File: src/sv/int2dec_pkg.sv
// Shared types and constants for the integer to decimal ASCII converter.
// Used by the top level and by its checker; depends on nothing else.
`default_nettype none

package int2dec_pkg;

    localparam int VALUE_W    = 64;
    localparam int PAD_W      = 5;
    localparam int CHAR_W     = 8;
    localparam int DIGIT_W    = 4;
    // Twenty decimal digits hold any 64-bit magnitude.
    localparam int NUM_DIGITS = 20;
    localparam int DIG_IDX_W  = $clog2(NUM_DIGITS);
    localparam int BIT_CNT_W  = $clog2(VALUE_W);

    localparam int DEFAULT_MAX_PAD_WIDTH = 20;

    localparam logic [CHAR_W-1:0] CHAR_MINUS = 8'h2D;
    localparam logic [CHAR_W-1:0] CHAR_ZERO  = 8'h30;
    localparam logic [CHAR_W-1:0] CHAR_NINE  = 8'h39;

    typedef struct packed {
        logic signed [VALUE_W-1:0] value;
        logic [PAD_W-1:0]          pad_width;
    } t_in_item;

    typedef struct packed {
        logic [CHAR_W-1:0] character;
        logic              last;
    } t_out_item;

endpackage

`default_nettype wire

File: src/sv/integer_to_decimal_ascii.sv
// Top level: signed 64-bit integer to decimal ASCII text, one character per strobe.
// Uses int2dec_pkg for the transaction types and character constants.
//
//  channel | handshake          | payload
//  --------+--------------------+--------------------------------
//  input   | start, busy        | i_in     (value, pad_width)
//  result  | o_valid (strobe)   | o_result (character, last)
//
// A transaction is taken at an edge with start high and busy low. The magnitude then
// goes through a bit-serial double-dabble register, one binary bit per cycle. A sign step
// follows for the optional '-', then one digit position per cycle, from the
// highest position down to the units; leading zeros in natural mode take a step but
// give no strobe. N positions are emitted: the padded width capped at MAX_PAD_WIDTH,
// or 20 in natural mode. Reset returns to idle at once; results cannot be stalled.
`default_nettype none

module integer_to_decimal_ascii #(
    parameter int MAX_PAD_WIDTH = int2dec_pkg::DEFAULT_MAX_PAD_WIDTH
) (
    input  logic                  i_clk,
    input  logic                  i_rst_n,
    input  logic                  start,
    input  int2dec_pkg::t_in_item i_in,
    output logic                  busy,
    output logic                  o_valid,
    output int2dec_pkg::t_out_item o_result
);
    import int2dec_pkg::*;

    localparam int POS_W = $clog2(MAX_PAD_WIDTH);
    localparam int SAT_W = POS_W + 1;
    localparam int BCD_W = NUM_DIGITS * DIGIT_W;

    localparam logic [DIGIT_W-1:0] BCD_ADJ_LIMIT = 4'd5;
    localparam logic [DIGIT_W-1:0] BCD_ADJ       = 4'd3;

    typedef enum logic [1:0] {
        S_IDLE,
        S_CONV,
        S_SIGN,
        S_EMIT
    } t_state;

    t_state                               r_state;
    logic [VALUE_W-1:0]                   r_bin;
    logic [NUM_DIGITS-1:0][DIGIT_W-1:0]   r_bcd;
    logic [NUM_DIGITS-1:0][DIGIT_W-1:0]   n_bcd;
    logic [BIT_CNT_W-1:0]                 r_bit;
    logic [POS_W-1:0]                     r_pos;
    logic                                 r_neg;
    logic                                 r_natural;
    logic                                 r_seen;
    logic                                 r_valid;
    t_out_item                            r_result;

    logic [NUM_DIGITS-1:0][DIGIT_W-1:0]   adj;
    logic [BCD_W-1:0]                     adj_flat;
    logic [VALUE_W-1:0]                   mag;
    logic [SAT_W-1:0]                     pad_sat;
    logic [POS_W-1:0]                     pos_start;
    logic [DIGIT_W-1:0]                   cur_digit;
    logic                                 suppress;

    assign busy     = (r_state != S_IDLE);
    assign o_valid  = r_valid;
    assign o_result = r_result;

    // Magnitude as unsigned, so the most negative value needs no special handling.
    assign mag = i_in.value[VALUE_W-1] ? (~i_in.value + 1'b1) : i_in.value;

    always_comb begin
        if (SAT_W'(i_in.pad_width) > SAT_W'(MAX_PAD_WIDTH)) begin
            pad_sat = SAT_W'(MAX_PAD_WIDTH);
        end else begin
            pad_sat = SAT_W'(i_in.pad_width);
        end
        if (i_in.pad_width == '0) begin
            pos_start = POS_W'(NUM_DIGITS - 1);
        end else begin
            pos_start = POS_W'(pad_sat - 1'b1);
        end
    end

    // Double-dabble step: correct every BCD digit, then shift in the next binary bit.
    always_comb begin
        for (int i = 0; i < NUM_DIGITS; i++) begin
            if (r_bcd[i] >= BCD_ADJ_LIMIT) begin
                adj[i] = r_bcd[i] + BCD_ADJ;
            end else begin
                adj[i] = r_bcd[i];
            end
        end
        adj_flat = adj;
        n_bcd    = {adj_flat[BCD_W-2:0], r_bin[VALUE_W-1]};
    end

    // Positions above the twentieth digit are always zero.
    always_comb begin
        if ({1'b0, r_pos} < SAT_W'(NUM_DIGITS)) begin
            cur_digit = r_bcd[r_pos[DIG_IDX_W-1:0]];
        end else begin
            cur_digit = '0;
        end
        suppress = r_natural && !r_seen && (cur_digit == '0) && (r_pos != '0);
    end

    always_ff @(posedge i_clk) begin
        if (!i_rst_n) begin
            r_state <= S_IDLE;
            r_valid <= 1'b0;
        end else begin
            r_valid <= 1'b0;
            unique case (r_state)
                S_IDLE: begin
                    if (start) begin
                        r_bin     <= mag;
                        r_bcd     <= '0;
                        r_bit     <= '0;
                        r_neg     <= i_in.value[VALUE_W-1];
                        r_natural <= (i_in.pad_width == '0);
                        r_pos     <= pos_start;
                        r_seen    <= 1'b0;
                        r_state   <= S_CONV;
                    end
                end
                S_CONV: begin
                    r_bin <= {r_bin[VALUE_W-2:0], 1'b0};
                    r_bcd <= n_bcd;
                    r_bit <= r_bit + 1'b1;
                    if (r_bit == BIT_CNT_W'(VALUE_W - 1)) begin
                        r_state <= S_SIGN;
                    end
                end
                S_SIGN: begin
                    if (r_neg) begin
                        r_valid            <= 1'b1;
                        r_result.character <= CHAR_MINUS;
                        r_result.last      <= 1'b0;
                    end
                    r_state <= S_EMIT;
                end
                S_EMIT: begin
                    if (!suppress) begin
                        r_valid            <= 1'b1;
                        r_result.character <= CHAR_ZERO + CHAR_W'(cur_digit);
                        r_result.last      <= (r_pos == '0);
                        r_seen             <= 1'b1;
                    end
                    if (r_pos == '0) begin
                        r_state <= S_IDLE;
                    end else begin
                        r_pos <= r_pos - 1'b1;
                    end
                end
                default: begin
                    r_state <= S_IDLE;
                end
            endcase
        end
    end

endmodule

`default_nettype wire

File: config.mk
export PLATFORM = sky130hd
export DESIGN_NAME = integer_to_decimal_ascii
export DESIGN_NICKNAME = d
export VERILOG_FILES = /design/src/sv/int2dec_pkg.sv /design/src/sv/integer_to_decimal_ascii.sv
export SDC_FILE = /design/constraint.sdc
export NUM_CORES = 1
export LEC_CHECK = 0
export ABC_AREA = 1
export BUFFER_PORTS_ARGS = -buffer_cell sky130_fd_sc_hd__buf_2
export CORE_AREA = 2 2 148 150
export DETAILED_ROUTE_END_ITERATION = 6
export DIE_AREA = 0 0 150 152
export GPL_ROUTABILITY_DRIVEN = 0
export PLACE_DENSITY_LB_ADDON = 0.3
export SYNTH_ARGS = -nofsm -noshare
export SYNTH_HDL_FRONTEND = slang
export SYNTH_SLANG_ARGS = --single-unit
File: constraint.sdc
create_clock -name i_clk -period 10.2 [get_ports i_clk]
set_input_delay 1.02 -clock i_clk [delete_from_list [all_inputs] [get_ports i_clk]]
set_output_delay 1.02 -clock i_clk [all_outputs]
set_load 0.1 [all_outputs]
==> flow_metrics.py <==
metrics = {
    "min_path": {
        "hold_end": "r_bcd[0]",
        "min_path_type": "reg2reg",
        "worstHoldStart": "r_bin[63]",
        "holdPathStages": 2,
    },
    "pwr": {
        "power_mw": 3.041,
        "vdd_drop_max_uv": 134.3,
        "p_leak_nw": 5.492,
        "power_density_mw_per_mm2": 240.2,
    },
    "sta": {
        "fmax_mhz": 289.8,
        "rsz0062_at_grt": "no",
        "hold_slack_ns": 0.5097,
        "finClkSkew_ns": 0.01190,
        "setup_violations": 0,
        "setup_tns_ns": 0,
        "slew_headroom": 0.2706,
        "min_period_ns": 3.451,
        "slew_viol_final": 0,
        "hold_viol_final": 0,
        "worst_pin_slew_ns": 1.094,
        "finalCritPeriodShare": 0.3383,
    },
    "critical_path": {
        "reg2regPathDepth": 6,
        "cp_max_fo": 79,
        "worst_setup_path_start_kind": "register",
        "criticalPathCategory": "reg2reg",
        "cp.required_ns": 10.26,
        "cp_data_arrival_time_ns": 3.51,
        "reg2reg_slack_ns": 6.75,
        "cp-end-kind": "register",
        "timing.rr.start": "r_state[1]",
        "r2r_end": "r_bin[25]",
    },
    "logic_synthesis": {
        "syn_inst": 1507,
        "muxShareOfSynthArea": 0,
        "synth_xor_area_frac": 0.02754,
        "synthArstFlopShare": 0,
        "synth_edf_count": 164,
        "synth_top_area_frac": 0.4302,
        "yosys.area.top_type": "edfxtp_1",
        "yosys.cell_types.count": 45,
        "synth_compound_area_frac": 0.1263,
        "syn_area_per_cell_um2": 7.597,
        "synth_area_mm2": 0.01145,
        "synthAdderAreaFrac": 0.05355,
        "ys_seq_elements": 167,
        "synth_ff_type": "edfxtp_1",
        "synthSimpleGateAreaFrac": 0.2743,
        "synth_top_family_by_area": "simple AND/OR/NAND/NOR gates",
        "synth_area_leaders": "edfxtp_1, nand2_1, nor2_1, inv_1, o21ai_0",
        "synth_commonest_cells": "nand2_1, nor2_1, inv_1, edfxtp_1, o21ai_0",
        "ys_seq_area_frac": 0.4354,
        "synth_most_common_cell": "nand2_1",
        "yosysWarningCount": 0,
    },
    "cts": {
        "cts_tree": "done",
        "htreeDepth": 4,
        "cts_buffers": 17,
        "cts.clk_slew.worst_paths_ns": 0.07,
        "cts.sink_count": 167,
        "clk_latency_ns": 0.43,
        "cts_resized": 0,
        "cts_hold_buf": 0,
        "root_buffer": "clkbuf_16",
        "cts_buffer_depth": 2,
        "cts_setup_buffers": 0,
    },
    "detailed_routing": {
        "dr_total_vias": 10070,
        "ant_nets": 0,
        "via_per_inst": 5.423,
        "wire_per_inst_um": 14.44,
        "drtPass1Iterations": 5,
        "drc_errors": 0,
        "drt_wl_total_um": 26800,
        "drt_iter0_markers": 810,
    },
    "floorplanning": {
        "die_area_mm2": 0.02280,
        "initial_utilization": 0.5362,
        "coreArea_mm2": 0.02135,
        "row_count": 54,
        "fp.dieH_um": 152,
        "die_x_um": 150,
        "pin_count": 83,
    },
    "layout": {
        "multiInputGateArea_mm2": 0.005550,
        "final_layout_size_suffix_gt1_frac": 0.1060,
        "regArea_mm2": 0.004985,
        "diodes": 0,
        "final_util": 0.5929,
        "final_cell_count_no_fill": 1856,
        "fill_cells": 1984,
        "fin_nets": 1684,
        "areaGrowthSynthToFinish_pct": 10.58,
    },
    "global_routing": {
        "grt_pass1_wl_um": 44350,
        "grt_max_degree": 95,
        "grt_pass1_vias": 9457,
        "grt_overflow": 0,
        "grt_usage": 0.2403,
        "antenna_found_initial": 0,
    },
    "placed_design": {
        "io_buffers": 79,
        "dp_hpwl_um": 18850,
        "dp.cells": 1824,
    },
    "flow_run": {
        "drv_cap": 0,
    },
    "run_status": {
        "status": "complete, no violations",
    },
}
[registers in the layout, indices dropped and copies added, names as in the netlist]
| register | cells |
|---|---|
| r_state | 2 |
| r_seen | 1 |
| r_bin | 64 |
| r_pos | 5 |
| o_valid | 1 |
| r_bcd | 80 |
| o_result | 6 |
| r_bit | 6 |
| r_neg | 1 |
| r_natural | 1 |
[power by group]
part / total, mW / leakage, nW / internal (mW) / switching [mW]
registers: 1.23 / 1.58 / 1.10 / 0.138
logic: 1.12 / 3.61 / 0.336 / 0.788
clock network: 0.684 / 0.304 / 0.393 / 0.291
total: 3.04 / 5.49 / 1.82 / 1.22
[metal layers]
metal | wire length, um | part of all wire | track usage | up-vias
li1 | - | - | - | 5081
met1 | 11840 | 0.44 | 0.3182 | 4593
met2 | 12700 | 0.47 | 0.3960 | 339
met3 | 1511 | 0.056 | 0.03604 | 53
met4 | 751 | 0.028 | 0.09569 | 0
met5 | 0 | 0 | 0 | -
[logic make-up after synthesis]
logic type	Yosys count
flip-flops	167
other	2
AND/OR/NAND/NOR	742
XOR/XNOR	36
adder cells (fa/ha/maj)	49
buffers and inverters	239
AO/OA/AOI/OAI	272
[worst max-delay path: stages, from the launching register on]
cell	delay (ns)
dfxtp_1	0.34
inv_1	0.12
ha_4	0.34
inv_2	0.33
a21oi_4	0.22
buf_4	0.79
buf_4	0.88
[layout make-up]
class                      count  area share
clock buffer                  17     0.03360
clock inverter                15     0.01512
inverter                     189     0.05604
multi-input combinational   1102      0.4384
sequential                   167      0.3938
tap                          280     0.02767
timing repair buffer          86     0.03538
[cells in the final DEF, fill, tap and decap left out, types with 5 or more instances in the layout]
master     netlist  final
nand2_1        358    358
nor2_1         210    210
inv_1          179    178
edfxtp_1       164    164
o21ai_0        129    129
nand3_1        103    103
a21oi_1         99     98
buf_2           13     79
ha_1            49     48
xor2_1          30     30
clkbuf_16        0     17
nand4_1         15     15
nor3_1          14     14
o21ai_1         13     13
inv_2           10     11
nor2_2          10     10
o211ai_1        10     10
nand2_2          8      8
a31oi_1          7      7
buf_4            7      7
xnor2_1          6      6
nor2_4           5      5
o31ai_1          5      5
inv_6            0      5
[worst max-delay path by stage]
stage | startpoint | to | depth (start not counted) | slack (ns)
2_1_floorplan | r_state[0] | r_bcd[0] | 7 | 0.72
3_3_place_gp | i_rst_n | r_bin[24] | 7 | 6.58
3_5_place_dp | i_rst_n | r_bin[24] | 7 | 6.56
4_1_cts | r_state[1] | r_bin[32] | 6 | 6.64
5_1_grt | r_state[1] | r_bin[4] | 6 | 6.43
6_report | r_state[1] | r_bin[25] | 6 | 6.75
[stage by stage]
| step | cell area [um2] | setup WS (ns) |
|---|---|---|
| global placement | 12040 | 6.584 |
| detailed placement | 12040 | 6.558 |
| floorplan | 11450 | 0.7201 |
| CTS | 12660 | 6.641 |
| finish | 12660 | 6.749 |
| global route | 12660 | 6.426 |
(Power assumes the default switching activity.)
